--- src/mrrs_pkg.sv ---
package mrrs_pkg;

   // Register file depth and request limits
   localparam int unsigned REG_COUNT_DEF  = 50;
   localparam int unsigned MAX_READ_COUNT = 125;
   localparam int unsigned CNT_W          = 7;

   // Command queue between front and back; depth must be a power of two
   localparam int unsigned QUEUE_DEPTH = 2;
   localparam int unsigned QPTR_W      = $clog2(QUEUE_DEPTH);

   // Function codes
   localparam logic [7:0] FC_READ_HOLD    = 8'h03;
   localparam logic [7:0] FC_READ_INPUT   = 8'h04;
   localparam logic [7:0] FC_WRITE_SINGLE = 8'h06;
   localparam logic [7:0] FC_EXC_FLAG     = 8'h80;

   // Exception codes
   localparam logic [7:0] EXC_ILLEGAL_ADDR  = 8'h02;
   localparam logic [7:0] EXC_ILLEGAL_VALUE = 8'h03;

   // Reply part kinds
   localparam logic [1:0] PART_HEAD = 2'd0;
   localparam logic [1:0] PART_WORD = 2'd1;
   localparam logic [1:0] PART_CRC  = 2'd2;

   // Reply outcomes
   localparam logic [1:0] OUTCOME_REJECTED = 2'd0;
   localparam logic [1:0] OUTCOME_SERVED   = 2'd1;
   localparam logic [1:0] OUTCOME_MODE     = 2'd2;

   // Mode request trigger
   localparam logic [15:0] MODE_REG_ADDR  = 16'd7;
   localparam logic [15:0] MODE_REQ_VALUE = 16'hFFFF;

   // CRC-16/MODBUS
   localparam logic [15:0] CRC_INIT = 16'hFFFF;
   localparam logic [15:0] CRC_POLY = 16'hA001;

   localparam logic [7:0] STATION_ID_RESET = 8'd1;

   localparam int unsigned REQ_TDATA_W = 64;
   localparam int unsigned RSP_TDATA_W = 48;

   typedef enum logic [1:0] {
      CMD_LOCAL,
      CMD_EXC,
      CMD_WRITE,
      CMD_READ
   } cmd_kind_type;

   // Classified command handed from front to back
   typedef struct packed {
      cmd_kind_type kind;
      logic [7:0]   station;
      logic [7:0]   fc;
      logic [15:0]  addr;
      logic [15:0]  value;
      logic [7:0]   code;
   } cmd_type;

   // One reply part
   typedef struct packed {
      logic [1:0]  part;
      logic [1:0]  head_len;
      logic [7:0]  head_first;
      logic [7:0]  head_second;
      logic [7:0]  head_third;
      logic [15:0] word_out;
      logic        last;
      logic [1:0]  outcome;
   } part_type;

   // Advance the CRC by one byte, LSB first
   function automatic logic [15:0] crc_byte(input logic [15:0] crc, input logic [7:0] data);
      logic [15:0] c;
      c = crc ^ {8'h00, data};
      for (int b = 0; b < 8; b++) begin
         c = c[0] ? ((c >> 1) ^ CRC_POLY) : (c >> 1);
      end
      return c;
   endfunction

endpackage

--- src/mrrs_front.sv ---
module mrrs_front #(
   parameter int unsigned REG_COUNT = mrrs_pkg::REG_COUNT_DEF
) (
   input  logic                                clock,
   input  logic                                reset,
   input  logic                                req_tvalid,
   output logic                                req_tready,
   // station_byte, fc, reg_address, count_or_value, crc_received
   input  logic [mrrs_pkg::REQ_TDATA_W-1:0]    req_tdata,
   // op
   input  logic                                req_tuser,
   output logic                                push_valid,
   input  logic                                push_ready,
   output mrrs_pkg::cmd_type                   push_cmd
);

   typedef enum logic [2:0] {
      F_IDLE = 3'b001,
      F_CRC  = 3'b010,
      F_PUSH = 3'b100
   } front_state_type;

   localparam logic [15:0] RC16      = 16'(REG_COUNT);
   localparam logic [2:0]  LAST_BYTE = 3'd5;

   front_state_type state_ff, state_in;
   logic [15:0]     crc_ff, crc_in;
   logic [2:0]      byte_idx_ff, byte_idx_in;
   logic            op_ff, op_in;
   logic [7:0]      station_ff, station_in;
   logic [7:0]      fc_ff, fc_in;
   logic [15:0]     addr_ff, addr_in;
   logic [15:0]     value_ff, value_in;
   logic [15:0]     rcrc_ff, rcrc_in;

   logic            accept;
   logic            fc_known;
   logic            local_in_range;
   logic [7:0]      feed_byte;
   logic [16:0]     span;

   assign req_tready = (state_ff == F_IDLE);
   assign accept     = req_tvalid & req_tready;
   assign push_valid = (state_ff == F_PUSH);

   // Classify the incoming item
   assign fc_known = (req_tdata[15:8] == mrrs_pkg::FC_READ_HOLD)
                   | (req_tdata[15:8] == mrrs_pkg::FC_READ_INPUT)
                   | (req_tdata[15:8] == mrrs_pkg::FC_WRITE_SINGLE);
   assign local_in_range = (req_tdata[31:16] < RC16);

   // Pick the request byte for this CRC step
   always_comb begin
      case (byte_idx_ff)
         3'd0:    feed_byte = station_ff;
         3'd1:    feed_byte = fc_ff;
         3'd2:    feed_byte = addr_ff[15:8];
         3'd3:    feed_byte = addr_ff[7:0];
         3'd4:    feed_byte = value_ff[15:8];
         default: feed_byte = value_ff[7:0];
      endcase
   end

   // End address plus one, without wrap
   assign span = {1'b0, addr_ff} + {1'b0, value_ff};

   // Build the command from the checked request
   always_comb begin
      push_cmd         = '0;
      push_cmd.station = station_ff;
      push_cmd.fc      = fc_ff;
      push_cmd.addr    = addr_ff;
      push_cmd.value   = value_ff;
      if (op_ff) begin
         push_cmd.kind = mrrs_pkg::CMD_LOCAL;
      end else if (crc_ff != rcrc_ff) begin
         push_cmd.kind = mrrs_pkg::CMD_EXC;
         push_cmd.code = mrrs_pkg::EXC_ILLEGAL_VALUE;
      end else if (fc_ff == mrrs_pkg::FC_WRITE_SINGLE) begin
         if (addr_ff >= RC16) begin
            push_cmd.kind = mrrs_pkg::CMD_EXC;
            push_cmd.code = mrrs_pkg::EXC_ILLEGAL_ADDR;
         end else begin
            push_cmd.kind = mrrs_pkg::CMD_WRITE;
         end
      end else if ((value_ff == 16'd0) || (value_ff > 16'(mrrs_pkg::MAX_READ_COUNT))) begin
         push_cmd.kind = mrrs_pkg::CMD_EXC;
         push_cmd.code = mrrs_pkg::EXC_ILLEGAL_VALUE;
      end else if (span > {1'b0, RC16}) begin
         push_cmd.kind = mrrs_pkg::CMD_EXC;
         push_cmd.code = mrrs_pkg::EXC_ILLEGAL_ADDR;
      end else begin
         push_cmd.kind = mrrs_pkg::CMD_READ;
      end
   end

   // Sequence: accept, check CRC byte by byte, push
   always_comb begin
      state_in    = state_ff;
      crc_in      = crc_ff;
      byte_idx_in = byte_idx_ff;
      op_in       = op_ff;
      station_in  = station_ff;
      fc_in       = fc_ff;
      addr_in     = addr_ff;
      value_in    = value_ff;
      rcrc_in     = rcrc_ff;
      case (state_ff)
         F_IDLE: begin
            if (accept) begin
               op_in       = req_tuser;
               station_in  = req_tdata[7:0];
               fc_in       = req_tdata[15:8];
               addr_in     = req_tdata[31:16];
               value_in    = req_tdata[47:32];
               rcrc_in     = req_tdata[63:48];
               crc_in      = mrrs_pkg::CRC_INIT;
               byte_idx_in = 3'd0;
               if (req_tuser) begin
                  state_in = local_in_range ? F_PUSH : F_IDLE;
               end else begin
                  state_in = fc_known ? F_CRC : F_IDLE;
               end
            end
         end
         F_CRC: begin
            crc_in      = mrrs_pkg::crc_byte(crc_ff, feed_byte);
            byte_idx_in = byte_idx_ff + 3'd1;
            if (byte_idx_ff == LAST_BYTE) begin
               state_in = F_PUSH;
            end
         end
         F_PUSH: begin
            if (push_ready) begin
               state_in = F_IDLE;
            end
         end
         default: begin
            state_in = F_IDLE;
         end
      endcase
   end

   always_ff @(posedge clock) begin
      if (reset) begin
         state_ff <= F_IDLE;
      end else begin
         state_ff <= state_in;
      end
   end

   always_ff @(posedge clock) begin
      crc_ff      <= crc_in;
      byte_idx_ff <= byte_idx_in;
      op_ff       <= op_in;
      station_ff  <= station_in;
      fc_ff       <= fc_in;
      addr_ff     <= addr_in;
      value_ff    <= value_in;
      rcrc_ff     <= rcrc_in;
   end

endmodule

--- src/mrrs_queue.sv ---
module mrrs_queue (
   input  logic              clock,
   input  logic              reset,
   input  logic              push_valid,
   output logic              push_ready,
   input  mrrs_pkg::cmd_type push_cmd,
   output logic              pop_valid,
   input  logic              pop_ready,
   output mrrs_pkg::cmd_type pop_cmd
);

   localparam logic [mrrs_pkg::QPTR_W:0] FULL = (mrrs_pkg::QPTR_W + 1)'(mrrs_pkg::QUEUE_DEPTH);

   mrrs_pkg::cmd_type             slot_ff [mrrs_pkg::QUEUE_DEPTH];
   logic [mrrs_pkg::QPTR_W-1:0]   wr_ptr_ff, wr_ptr_in;
   logic [mrrs_pkg::QPTR_W-1:0]   rd_ptr_ff, rd_ptr_in;
   logic [mrrs_pkg::QPTR_W:0]     count_ff, count_in;
   logic                          do_push;
   logic                          do_pop;

   assign push_ready = (count_ff != FULL);
   assign pop_valid  = (count_ff != '0);
   assign pop_cmd    = slot_ff[rd_ptr_ff];
   assign do_push    = push_valid & push_ready;
   assign do_pop     = pop_valid & pop_ready;

   // Advance pointers and fill level
   always_comb begin
      wr_ptr_in = do_push ? wr_ptr_ff + 1'b1 : wr_ptr_ff;
      rd_ptr_in = do_pop ? rd_ptr_ff + 1'b1 : rd_ptr_ff;
      count_in  = count_ff;
      if (do_push && !do_pop) begin
         count_in = count_ff + 1'b1;
      end else if (do_pop && !do_push) begin
         count_in = count_ff - 1'b1;
      end
   end

   always_ff @(posedge clock) begin
      if (reset) begin
         wr_ptr_ff <= '0;
         rd_ptr_ff <= '0;
         count_ff  <= '0;
      end else begin
         wr_ptr_ff <= wr_ptr_in;
         rd_ptr_ff <= rd_ptr_in;
         count_ff  <= count_in;
      end
   end

   // Store the pushed item
   always_ff @(posedge clock) begin
      if (do_push) begin
         slot_ff[wr_ptr_ff] <= push_cmd;
      end
   end

endmodule

--- src/mrrs_back.sv ---
module mrrs_back #(
   parameter int unsigned REG_COUNT = mrrs_pkg::REG_COUNT_DEF
) (
   input  logic               clock,
   input  logic               reset,
   input  logic               csr_valid,
   output logic               csr_ready,
   input  logic [7:0]         csr_data,
   input  logic               pop_valid,
   output logic               pop_ready,
   input  mrrs_pkg::cmd_type  pop_cmd,
   output logic               rsp_tvalid,
   input  logic               rsp_tready,
   output mrrs_pkg::part_type rsp_part
);

   typedef enum logic [5:0] {
      B_IDLE  = 6'b000001,
      B_FEED  = 6'b000010,
      B_EMIT  = 6'b000100,
      B_FETCH = 6'b001000,
      B_GRAB  = 6'b010000,
      B_LAST  = 6'b100000
   } back_state_type;

   localparam int unsigned IW = (REG_COUNT > 1) ? $clog2(REG_COUNT) : 1;

   back_state_type              state_ff, state_in;
   mrrs_pkg::cmd_type           cmd_ff, cmd_in;
   mrrs_pkg::part_type          stage_ff, stage_in;
   mrrs_pkg::part_type          rsp_ff, rsp_in;
   logic                        rsp_valid_ff, rsp_valid_in;
   logic [15:0]                 crc_ff, crc_in;
   logic [1:0]                  byte_idx_ff, byte_idx_in;
   logic [mrrs_pkg::CNT_W-1:0]  word_idx_ff, word_idx_in;
   logic [7:0]                  id_ff, id_in;
   logic [REG_COUNT-1:0]        hold_vld_ff, hold_vld_in;
   logic [REG_COUNT-1:0]        in_vld_ff, in_vld_in;

   // Register files and their registered read ports
   logic [15:0]                 hold_mem [REG_COUNT];
   logic [15:0]                 in_mem   [REG_COUNT];
   logic [15:0]                 rd_hold_ff;
   logic [15:0]                 rd_in_ff;
   logic                        rd_hold_vld_ff;
   logic                        rd_in_vld_ff;

   logic                        out_free;
   logic                        hold_we;
   logic                        in_we;
   logic [IW-1:0]               wr_idx;
   logic [IW-1:0]               rd_idx;
   logic [7:0]                  feed_byte;
   logic                        feed_done;
   logic [1:0]                  final_outcome;

   assign csr_ready  = 1'b1;
   assign pop_ready  = (state_ff == B_IDLE);
   assign rsp_tvalid = rsp_valid_ff;
   assign rsp_part   = rsp_ff;
   assign out_free   = ~rsp_valid_ff | rsp_tready;

   assign hold_we = pop_valid & pop_ready & (pop_cmd.kind == mrrs_pkg::CMD_WRITE);
   assign in_we   = pop_valid & pop_ready & (pop_cmd.kind == mrrs_pkg::CMD_LOCAL);
   assign wr_idx  = pop_cmd.addr[IW-1:0];
   assign rd_idx  = cmd_ff.addr[IW-1:0] + IW'(word_idx_ff);

   // Pick the byte of the staged part for this CRC step
   always_comb begin
      if (stage_ff.part == mrrs_pkg::PART_HEAD) begin
         case (byte_idx_ff)
            2'd0:    feed_byte = stage_ff.head_first;
            2'd1:    feed_byte = stage_ff.head_second;
            default: feed_byte = stage_ff.head_third;
         endcase
         feed_done = (byte_idx_ff == (stage_ff.head_len - 2'd1));
      end else begin
         feed_byte = (byte_idx_ff == 2'd0) ? stage_ff.word_out[15:8] : stage_ff.word_out[7:0];
         feed_done = (byte_idx_ff == 2'd1);
      end
   end

   // Outcome carried on the CRC part
   always_comb begin
      case (cmd_ff.kind)
         mrrs_pkg::CMD_WRITE: begin
            final_outcome = ((cmd_ff.addr == mrrs_pkg::MODE_REG_ADDR)
                             && (cmd_ff.value == mrrs_pkg::MODE_REQ_VALUE))
                            ? mrrs_pkg::OUTCOME_MODE : mrrs_pkg::OUTCOME_SERVED;
         end
         mrrs_pkg::CMD_READ: final_outcome = mrrs_pkg::OUTCOME_SERVED;
         default:            final_outcome = mrrs_pkg::OUTCOME_REJECTED;
      endcase
   end

   // Reply sequencer
   always_comb begin
      state_in     = state_ff;
      cmd_in       = cmd_ff;
      stage_in     = stage_ff;
      rsp_in       = rsp_ff;
      rsp_valid_in = rsp_valid_ff & ~rsp_tready;
      crc_in       = crc_ff;
      byte_idx_in  = byte_idx_ff;
      word_idx_in  = word_idx_ff;
      id_in        = (csr_valid & csr_ready) ? csr_data : id_ff;
      hold_vld_in  = hold_vld_ff;
      in_vld_in    = in_vld_ff;
      if (hold_we) begin
         hold_vld_in[wr_idx] = 1'b1;
      end
      if (in_we) begin
         in_vld_in[wr_idx] = 1'b1;
      end
      case (state_ff)
         B_IDLE: begin
            if (pop_valid) begin
               cmd_in      = pop_cmd;
               crc_in      = mrrs_pkg::CRC_INIT;
               byte_idx_in = 2'd0;
               word_idx_in = '0;
               stage_in    = '0;
               stage_in.part = mrrs_pkg::PART_HEAD;
               case (pop_cmd.kind)
                  mrrs_pkg::CMD_EXC: begin
                     stage_in.head_len    = 2'd3;
                     stage_in.head_first  = pop_cmd.station;
                     stage_in.head_second = pop_cmd.fc | mrrs_pkg::FC_EXC_FLAG;
                     stage_in.head_third  = pop_cmd.code;
                     state_in = B_FEED;
                  end
                  mrrs_pkg::CMD_WRITE: begin
                     stage_in.head_len    = 2'd2;
                     stage_in.head_first  = id_ff;
                     stage_in.head_second = pop_cmd.fc;
                     state_in = B_FEED;
                  end
                  mrrs_pkg::CMD_READ: begin
                     stage_in.head_len    = 2'd3;
                     stage_in.head_first  = id_ff;
                     stage_in.head_second = pop_cmd.fc;
                     stage_in.head_third  = {pop_cmd.value[6:0], 1'b0};
                     state_in = B_FEED;
                  end
                  default: begin
                     state_in = B_IDLE;
                  end
               endcase
            end
         end
         B_FEED: begin
            crc_in      = mrrs_pkg::crc_byte(crc_ff, feed_byte);
            byte_idx_in = byte_idx_ff + 2'd1;
            if (feed_done) begin
               state_in = B_EMIT;
            end
         end
         B_EMIT: begin
            if (out_free) begin
               rsp_in       = stage_ff;
               rsp_valid_in = 1'b1;
               byte_idx_in  = 2'd0;
               stage_in     = '0;
               stage_in.part = mrrs_pkg::PART_WORD;
               case (cmd_ff.kind)
                  mrrs_pkg::CMD_WRITE: begin
                     if (word_idx_ff == '0) begin
                        stage_in.word_out = cmd_ff.addr;
                        word_idx_in = word_idx_ff + 1'b1;
                        state_in    = B_FEED;
                     end else if (word_idx_ff == mrrs_pkg::CNT_W'(1)) begin
                        stage_in.word_out = cmd_ff.value;
                        word_idx_in = word_idx_ff + 1'b1;
                        state_in    = B_FEED;
                     end else begin
                        state_in = B_LAST;
                     end
                  end
                  mrrs_pkg::CMD_READ: begin
                     state_in = (word_idx_ff == cmd_ff.value[mrrs_pkg::CNT_W-1:0])
                                ? B_LAST : B_FETCH;
                  end
                  default: begin
                     state_in = B_LAST;
                  end
               endcase
            end
         end
         B_FETCH: begin
            state_in = B_GRAB;
         end
         B_GRAB: begin
            if (cmd_ff.fc == mrrs_pkg::FC_READ_INPUT) begin
               stage_in.word_out = rd_in_vld_ff ? rd_in_ff : 16'h0000;
            end else begin
               stage_in.word_out = rd_hold_vld_ff ? rd_hold_ff : 16'h0000;
            end
            word_idx_in = word_idx_ff + 1'b1;
            state_in    = B_FEED;
         end
         B_LAST: begin
            if (out_free) begin
               rsp_in          = '0;
               rsp_in.part     = mrrs_pkg::PART_CRC;
               rsp_in.word_out = crc_ff;
               rsp_in.last     = 1'b1;
               rsp_in.outcome  = final_outcome;
               rsp_valid_in    = 1'b1;
               state_in        = B_IDLE;
            end
         end
         default: begin
            state_in = B_IDLE;
         end
      endcase
   end

   always_ff @(posedge clock) begin
      if (reset) begin
         state_ff     <= B_IDLE;
         rsp_valid_ff <= 1'b0;
         id_ff        <= mrrs_pkg::STATION_ID_RESET;
         hold_vld_ff  <= '0;
         in_vld_ff    <= '0;
      end else begin
         state_ff     <= state_in;
         rsp_valid_ff <= rsp_valid_in;
         id_ff        <= id_in;
         hold_vld_ff  <= hold_vld_in;
         in_vld_ff    <= in_vld_in;
      end
   end

   always_ff @(posedge clock) begin
      cmd_ff      <= cmd_in;
      stage_ff    <= stage_in;
      rsp_ff      <= rsp_in;
      crc_ff      <= crc_in;
      byte_idx_ff <= byte_idx_in;
      word_idx_ff <= word_idx_in;
   end

   // Write on command pop, read one word per fetch
   always_ff @(posedge clock) begin
      if (hold_we) begin
         hold_mem[wr_idx] <= pop_cmd.value;
      end
      if (in_we) begin
         in_mem[wr_idx] <= pop_cmd.value;
      end
      rd_hold_ff     <= hold_mem[rd_idx];
      rd_in_ff       <= in_mem[rd_idx];
      rd_hold_vld_ff <= hold_vld_ff[rd_idx];
      rd_in_vld_ff   <= in_vld_ff[rd_idx];
   end

endmodule

--- src/modbus_rtu_register_server.sv ---
// Modbus RTU register server for functions 0x03, 0x04 and 0x06.
// req_*: one item per 8-byte request frame (tuser = 0) or per local write of one
//    input register (tuser = 1). csr_*: write of the station identifier, taken
//    every cycle; write it only while no reply is pending.
// rsp_*: reply parts in order: a header, data words, then the CRC part with tlast.
// The front checks the request CRC one byte a cycle; a frame leaves the front
// once checked and queued, and the next item is taken in the cycle after one leaves.
// The back feeds the reply CRC one byte a cycle: a header passes its CRC bytes
// and the emit, each read word a memory read, a register, two CRC bytes and the
// emit, each echoed word of a write two CRC bytes and the emit, the CRC part the
// last step alone. A local write is done as the back pops it, with no reply.
// A two-entry command queue lets the front run ahead of a stalled back.
// When rsp_tready is low the current part holds in the output register and the
// back waits; once the queue is full req_tready drops.
// Reset clears all registers of both files to zero (per-entry valid bits), the
// station identifier to 1 and all pending items; no clearing pass is needed.
module modbus_rtu_register_server #(
   parameter int unsigned REG_COUNT = mrrs_pkg::REG_COUNT_DEF
) (
   input  logic                             clock,
   input  logic                             reset,
   input  logic                             req_tvalid,
   output logic                             req_tready,
   // station_byte, fc, reg_address, count_or_value, crc_received
   input  logic [mrrs_pkg::REQ_TDATA_W-1:0] req_tdata,
   // op
   input  logic                             req_tuser,
   output logic                             rsp_tvalid,
   input  logic                             rsp_tready,
   // head_len, head_first, head_second, head_third, word_out, outcome, zero fill
   output logic [mrrs_pkg::RSP_TDATA_W-1:0] rsp_tdata,
   // part
   output logic [1:0]                       rsp_tuser,
   output logic                             rsp_tlast,
   input  logic                             csr_valid,
   output logic                             csr_ready,
   input  logic [7:0]                       csr_data
);

   logic               push_valid;
   logic               push_ready;
   mrrs_pkg::cmd_type  push_cmd;
   logic               pop_valid;
   logic               pop_ready;
   mrrs_pkg::cmd_type  pop_cmd;
   mrrs_pkg::part_type rsp_part;

   mrrs_front #(
      .REG_COUNT (REG_COUNT)
   ) u_front (
      .clock      (clock),
      .reset      (reset),
      .req_tvalid (req_tvalid),
      .req_tready (req_tready),
      .req_tdata  (req_tdata),
      .req_tuser  (req_tuser),
      .push_valid (push_valid),
      .push_ready (push_ready),
      .push_cmd   (push_cmd)
   );

   mrrs_queue u_queue (
      .clock      (clock),
      .reset      (reset),
      .push_valid (push_valid),
      .push_ready (push_ready),
      .push_cmd   (push_cmd),
      .pop_valid  (pop_valid),
      .pop_ready  (pop_ready),
      .pop_cmd    (pop_cmd)
   );

   mrrs_back #(
      .REG_COUNT (REG_COUNT)
   ) u_back (
      .clock      (clock),
      .reset      (reset),
      .csr_valid  (csr_valid),
      .csr_ready  (csr_ready),
      .csr_data   (csr_data),
      .pop_valid  (pop_valid),
      .pop_ready  (pop_ready),
      .pop_cmd    (pop_cmd),
      .rsp_tvalid (rsp_tvalid),
      .rsp_tready (rsp_tready),
      .rsp_part   (rsp_part)
   );

   // Pack the reply part onto the stream
   assign rsp_tdata = {4'b0000, rsp_part.outcome, rsp_part.word_out, rsp_part.head_third,
                       rsp_part.head_second, rsp_part.head_first, rsp_part.head_len};
   assign rsp_tuser = rsp_part.part;
   assign rsp_tlast = rsp_part.last;

endmodule

--- config.mk ---
export PLATFORM = sky130hd
export DESIGN_NAME = modbus_rtu_register_server
export DESIGN_NICKNAME = d
export VERILOG_FILES = /design/src/mrrs_pkg.sv /design/src/mrrs_front.sv /design/src/mrrs_queue.sv /design/src/mrrs_back.sv /design/src/modbus_rtu_register_server.sv
export SDC_FILE = /design/constraint.sdc
export NUM_CORES = 2
export LEC_CHECK = 0
export BUFFER_PORTS_ARGS = -buffer_cell sky130_fd_sc_hd__buf_2
export CAP_MARGIN = 20
export CORE_MARGIN = 8
export CORE_UTILIZATION = 39
export CTS_BUF_LIST = sky130_fd_sc_hd__clkbuf_4 sky130_fd_sc_hd__clkbuf_8
export DETAILED_ROUTE_END_ITERATION = 8
export GPL_TIMING_DRIVEN = 0
export MAX_ROUTING_LAYER = met4
export PLACE_DENSITY_LB_ADDON = 0.08
export SYNTH_ARGS = -nofsm -noshare
export SYNTH_HDL_FRONTEND = slang
export SYNTH_SLANG_ARGS = --single-unit
--- constraint.sdc ---
create_clock -name clock -period 15.4 [get_ports clock]
set_clock_uncertainty 0.1 [all_clocks]
set_input_delay 3.08 -clock clock [delete_from_list [all_inputs] [get_ports clock]]
set_output_delay 3.08 -clock clock [all_outputs]
set_load 0.03 [all_outputs]
---- After elaboration in Yosys (flattened, before gate mapping) ----
Memory sizes are Yosys's and may differ from the RTL's. A register that Yosys moved wholly into a read port is not among the register bits.
Index checks and enable logic that the tools add are counted.
word-level totals
  register bits after elaboration ......... 369
  RAM bits ................................ 1716
  input port bits ......................... 78
  output and inout port bits .............. 54
  word-level logic and storage cells ...... 269
  memories kept ........................... 3
memory list
  memory           words  width  rd ports  clocked after memory_dff  wr ports  RTL line          source
  u_back.hold_mem  50     16     1         1                         1         mrrs_back.sv:41   logic [15:0] hold_mem [REG_COUNT];
  u_back.in_mem    50     16     1         1                         1         mrrs_back.sv:42   logic [15:0] in_mem [REG_COUNT];
  u_queue.slot_ff  2      58     1         1                         1         mrrs_queue.sv:14  mrrs_pkg::cmd_type slot_ff [mrrs_pkg::QUEUE_DEPTH];
operators by class
  $add $sub $neg .......................... 10
  order comparisons ....................... 7
  equality and inequality tests ........... 41
  multiplexer cells ....................... 101
  bitwise logic cells ..................... 31
  reduce and logical (&&, ||, !) cells .... 34
operators by type and width
  cell                                                                    count
  16-bit 2-to-1 mux                                                       24
  47-bit 2-to-1 mux                                                       4
  50-bit OR                                                               2
  47-bit case mux with 2 select lines                                     1
  16-bit case mux with 2 select lines                                     2
  28-bit case mux with 2 select lines                                     1
  18-bit case mux with 3 select lines                                     1
  8-bit 2-to-1 mux                                                        6
  2-bit inverter with 3-bit output                                        16
  16-bit case mux with 3 select lines                                     1
  6-bit 2-to-1 mux                                                        7
  8-bit case mux with 5 select lines                                      1
  6-bit case mux with 6 select lines                                      1
  7-bit 2-to-1 mux                                                        5
  8-bit by 3-bit == test with 1-bit output (second input constant)        4
  8-bit case mux with 2 select lines                                      2
  16-bit by 8-bit bitwise XOR with 16-bit output                          2
  2-bit 2-to-1 mux                                                        15
  7-bit case mux with 3 select lines                                      1
  3-bit 2-to-1 mux                                                        6
  16-bit by 16-bit adder with 17-bit output                               1
  17-bit by 6-bit > comparator with 1-bit output (second input constant)  1
  16-bit == test (second input constant)                                  1
  16-bit by 3-bit == test with 1-bit output (second input constant)       1
  other kinds (56)                                                        118

---- Logic depth before layout (Yosys ltp) ----
  word-level depth ........................ 21
  gate-level depth with buffers ........... 14
  depth with buffers taken out ............ 11

---- Cells and area by module ----
A second synthesis with hierarchy kept.
unflattened totals
  cells, all modules ...................... 4136
  area, all modules ....................... 82776.9 um^2
by module, submodules not included
  module                      instances  cells each  area each (um^2)  seq. area each (um^2)
  mrrs_back                   1          3542        73615.6           55743.5
  mrrs_front                  1          385         4723.3            2582.5
  mrrs_queue                  1          204         4404.2            3583.4
  modbus_rtu_register_server  1          5           33.8              0.0

---- Worst setup path before layout ----
OpenSTA, ideal clock, no wires.
  path kind ............................... input port to flip-flop
  start point ............................. input rsp_tready
  end point ............................... register u_back.rsp_ff (netlist bit u_back.rsp_part[0]) (enable)
  library setup time ...................... 0.523 ns
  arrival ................................. 6.680 ns
  required time ........................... 14.777 ns
  setup slack ............................. 8.096 ns
  cell stages on the path ................. 2
  path buffers ............................ 0
  path through ............................ nand2b_1 -> a21boi_0
between the ends
  longest elaborated chain between the ends .. 3
  elaborated cells between the ends (all ways) .. 4
  classes of those cells .................. 2 x eq/ne; 1 x bitwise; 1 x reduce/logical
RTL lines
  what                                                        RTL line                          source
  from (decl)                                                 modbus_rtu_register_server.sv:29  input logic rsp_tready,
  1-bit OR *                                                  mrrs_back.sv:61                   assign out_free = ~rsp_valid_ff | rsp_tready;
  2-bit by 1-bit inequality test with 1-bit output (no line)  n/a
  3-bit AND reduction (no line) *                             n/a
  to (signal assigned)                                        mrrs_back.sv:237                  rsp_ff <= rsp_in;
  to (decl)                                                   mrrs_back.sv:31                   mrrs_pkg::part_type rsp_ff, rsp_in;
Mark *: on every way between the ends. The rest lies on a longest branch, timed or not.
A chain may end at the register's enable or synchronous reset.

---- Worst setup path after layout ----
  start point ............................. register u_back.word_idx_ff[0] (netlist name)
  end point ............................... register u_back.rd_in_ff[0], read port of u_back.in_mem
between the ends
  longest elaborated chain between the ends .. 1
RTL lines
  what                    RTL line          source
  from (decl)             mrrs_back.sv:35   logic [mrrs_pkg::CNT_W-1:0] word_idx_ff, word_idx_in;
  from (signal assigned)  mrrs_back.sv:240  word_idx_ff <= word_idx_in;
  6-bit adder             mrrs_back.sv:66   assign rd_idx = cmd_ff.addr[IW-1:0] + IW'(word_idx_ff);
  to (decl)               mrrs_back.sv:44   logic [15:0] rd_in_ff;
No other way between the ends.

==> impl_metrics.env <==
export IMPL_status="completed"
export IMPL_slew_headroom_pct=19.1
export IMPL_synthAdderAreaFrac_pct=0.537
export IMPL_rsz0062_at_grt="false"
export IMPL_synthArstFlopShare_pct=0
export IMPL_layout_cells_non_filler=7852
export IMPL_dp_cells=7182
export IMPL_min_from="u_back.in_vld_ff[38]$_SDFFE_PP0P_"
export IMPL_period_needed_ns=6.50
export IMPL_synth_top_area_cell="edfxtp_1"
export IMPL_vias_per_cell=5.40
export IMPL_synth_area_leaders="edfxtp_1 71%, mux4_2 14%, dfxtp_1 3.8%"
export IMPL_htreeDepth=5
export IMPL_crit_path_start_kind="flip-flop"
export IMPL_cp_max_fo=10
export IMPL_synthMuxAreaShare_pct=15.9
export IMPL_synth_top_family_by_area="multiplexers"
export IMPL_port_buffers=124
export IMPL_synth_xor_area_share_pct=1.02
export IMPL_power_mw=22.1
export IMPL_final_fill_count=18004
export IMPL_cap_violations=0
export IMPL_syn_area_per_cell_sq_um=20.0
export IMPL_cts_hold_buf=0
export IMPL_drtIter0Drc=4617
export IMPL_tightestPinTransition_ns=1.21
export IMPL_cts_root_buf="clkbuf_8"
export IMPL_place_congestion=0.894
export IMPL_grt_pass1_vias=43624
export IMPL_setup_ws_ns=8.90
export IMPL_worstPathArrival_ns=7.25
export IMPL_track_usage_pct=21.3
export IMPL_ys_warn_count=0
export IMPL_dr_pass1_iters=6
export IMPL_cellPowerDensity_nw_per_um2=229
export IMPL_antenna_found_initial=15
export IMPL_syn_area_sq_um=82000
export IMPL_synthCells=4098
export IMPL_hold_viol_final=0
export IMPL_slew_viol_final=0
export IMPL_slowest_stage="a211oi_1"
export IMPL_areaGrowthSynthToFinish_pct=17.9
export IMPL_die_w_microns=474
export IMPL_setup_tns_final_ns=0
export IMPL_dp_hpwl_microns=161000
export IMPL_die_area_sq_um=225000
export IMPL_synth_most_common_cell="edfxtp_1"
export IMPL_antenna_left=0
export IMPL_cp_common_cell="clkbuf_1"
export IMPL_synth_commonest_cells="1,945 x edfxtp_1, 509 x mux4_2, 352 x nor2_1, 157 x dfxtp_1, 142 x clkbuf_1"
export IMPL_clkSinkCount=2102
export IMPL_synth_top_cell_area_share_pct=71.2
export IMPL_ctsResizeCount=0
export IMPL_grt_start_max_net_pins=103
export IMPL_yosysSeqAreaShare_pct=75.1
export IMPL_row_count=168
export IMPL_fp_dieH_microns=474
export IMPL_avgRoutedWirePerCell_microns=30.0
export IMPL_cts_tree="built"
export IMPL_setup_viol=0
export IMPL_grt_pass1_wl_microns=331000
export IMPL_postCtsSetupBuffers=0
export IMPL_layout_nets=4871
export IMPL_critPathLaunch="u_back.word_idx_ff[0]$_SDFFCE_PP0P_"
export IMPL_worst_setup_path_type="flip-flop to flip-flop"
export IMPL_initial_core_util_pct=39.2
export IMPL_synth_edf_count=1945
export IMPL_ys_flop_type="edfxtp_1"
export IMPL_core_area_sq_um=209000
export IMPL_critPathBufInv=4
export IMPL_clk_pin_slew_worst_paths_ns=0.06
export IMPL_worstPathRequired_ns=16.15
export IMPL_cts_buffer_depth=4
export IMPL_post_route_util_pct=46.1
export IMPL_rr_startpoint="u_back.word_idx_ff[0]$_SDFFCE_PP0P_"
export IMPL_synth_distinct_cells=72
export IMPL_drive_above_1_share_pct=32.1
export IMPL_synth_simple_area_share_pct=3.98
export IMPL_pre_cts_ws_ns=9.03
export IMPL_cts_made_buffers=373
export IMPL_remaining_drc_errors=0
export IMPL_routed_wl_microns=236000
export IMPL_hold_class="flip-flop to flip-flop"
export IMPL_fmax_ghz=0.154
export IMPL_crit_chain="ha_1, fa_1, clkbuf_1, clkbuf_1, clkbuf_1, clkbuf_1, mux4_2, mux4_2, a211oi_1, a21oi_1"
export IMPL_irDropWorstVdd_mv=0.154
export IMPL_grt_overflow=0
export IMPL_io_pins=132
export IMPL_ys_ff_latch=2102
export IMPL_synth_compound_area_share_pct=2.23
export IMPL_slowest_delay_ns=1.01
export IMPL_vias=42429
export IMPL_endpoint_kind="flip-flop"
export IMPL_min_period_over_period_pct=42.2
export IMPL_clock_latency_ns=1.05
export IMPL_worst_path_dominant_cell_family="buffers and inverters"
export IMPL_p_leak_nw=31.2
-- power breakdown --
part           total [mW]  internal, mW  leakage (nW)  switching, mW
Sequential           6.78          6.63          18.8          0.144
Combinational        10.3          4.25          8.57           6.05
Clock                5.04          2.78          3.81           2.26
Total                22.1          13.7          31.2           8.45
-- routing by layer --
layer,routed length [microns],track usage (%),vias to the layer above,share of wire [%]
met5,0,-,-,0
met4,7570,6.83,0,3.2
met3,16900,4.89,411,7.2
met2,110000,32.5,1486,47
met1,101000,28.7,22484,43
li1,-,-,18048,-
-- worst reg2reg max path, stage by stage, from the launching register on --
cell and delay, ns:
edfxtp_1 0.53, ha_1 0.29, fa_1 0.49, clkbuf_1 0.65, clkbuf_1 0.53, clkbuf_1 0.84, clkbuf_1 0.90, mux4_2 0.42
mux4_2 0.51, a211oi_1 1.01, a21oi_1 0.08
-- final timing paths --
path	depth (start not counted)	end	slack, ns
worst max register to register	10	u_back.rd_in_ff[0]$_DFF_P_	8.90
worst min register to register	2	u_back.in_vld_ff[38]$_SDFFE_PP0P_	0.37
worst max-delay path	10	u_back.rd_in_ff[0]$_DFF_P_	8.90
worst min-delay path	2	u_back.in_vld_ff[38]$_SDFFE_PP0P_	0.37
-- through the flow --
stage               area [sq um]  hold WS [ns]
finish                     96600         0.368
floorplan                  82000         0.335
CTS                        96500         0.371
detailed placement         89400         0.357
global placement           86100         0.344
global route               96600         0.393
-- layout make-up --
class	count	area, sq um	area share (%)
Sequential cell	2102	61500	63.7
Multi-Input combinational cell	1756	19800	20.5
Clock buffer	520	6390	6.61
Timing Repair Buffer	283	3570	3.70
Tap cell	2805	3510	3.63
Buffer	212	882	0.913
Clock inverter	135	761	0.787
Inverter	31	116	0.120
Antenna cell	8	20.0	0.0207
-- registers in the layout, summed over array words and instances, names as in the netlist, 42 cells and up, named ones only --
signal and count:
u_back.cmd_ff 42, u_back.hold_mem 800, u_back.in_mem 800, u_queue.slot_ff 104, u_back.hold_vld_ff 50, u_back.rsp_part 47
u_back.in_vld_ff 50, u_back.stage_ff 43
-- kinds of logic (layout without fill, tap and decap cells) --
kind of cell | count (synthesis) | in the layout
flip-flops | 2102 | 2102
AND/OR/NAND/NOR | 710 | 710
multiplexers | 658 | 658
AO/OA/AOI/OAI | 264 | 264
buffers and inverters | 243 | 1181
XOR/XNOR | 85 | 85
adder cells (fa/ha/maj) | 34 | 34
other | 2 | 13
-- layout by cell type, fill, tap and decap left out, drive strengths merged, types with 29 or more instances in the layout --
master,count
mux2,85
and2,33
xor2,33
edfxtp,1945
ha,32
a22oi,29
xnor2,47
a21oi,67
a211oi,43
inv,33
dfxtp,157
nor2b,49
mux2i,64
buf,351
nor2,352
mux4,509
nand2,129
and3,34
clkinv,123
clkbuf,664
(Power assumes the default switching activity.)
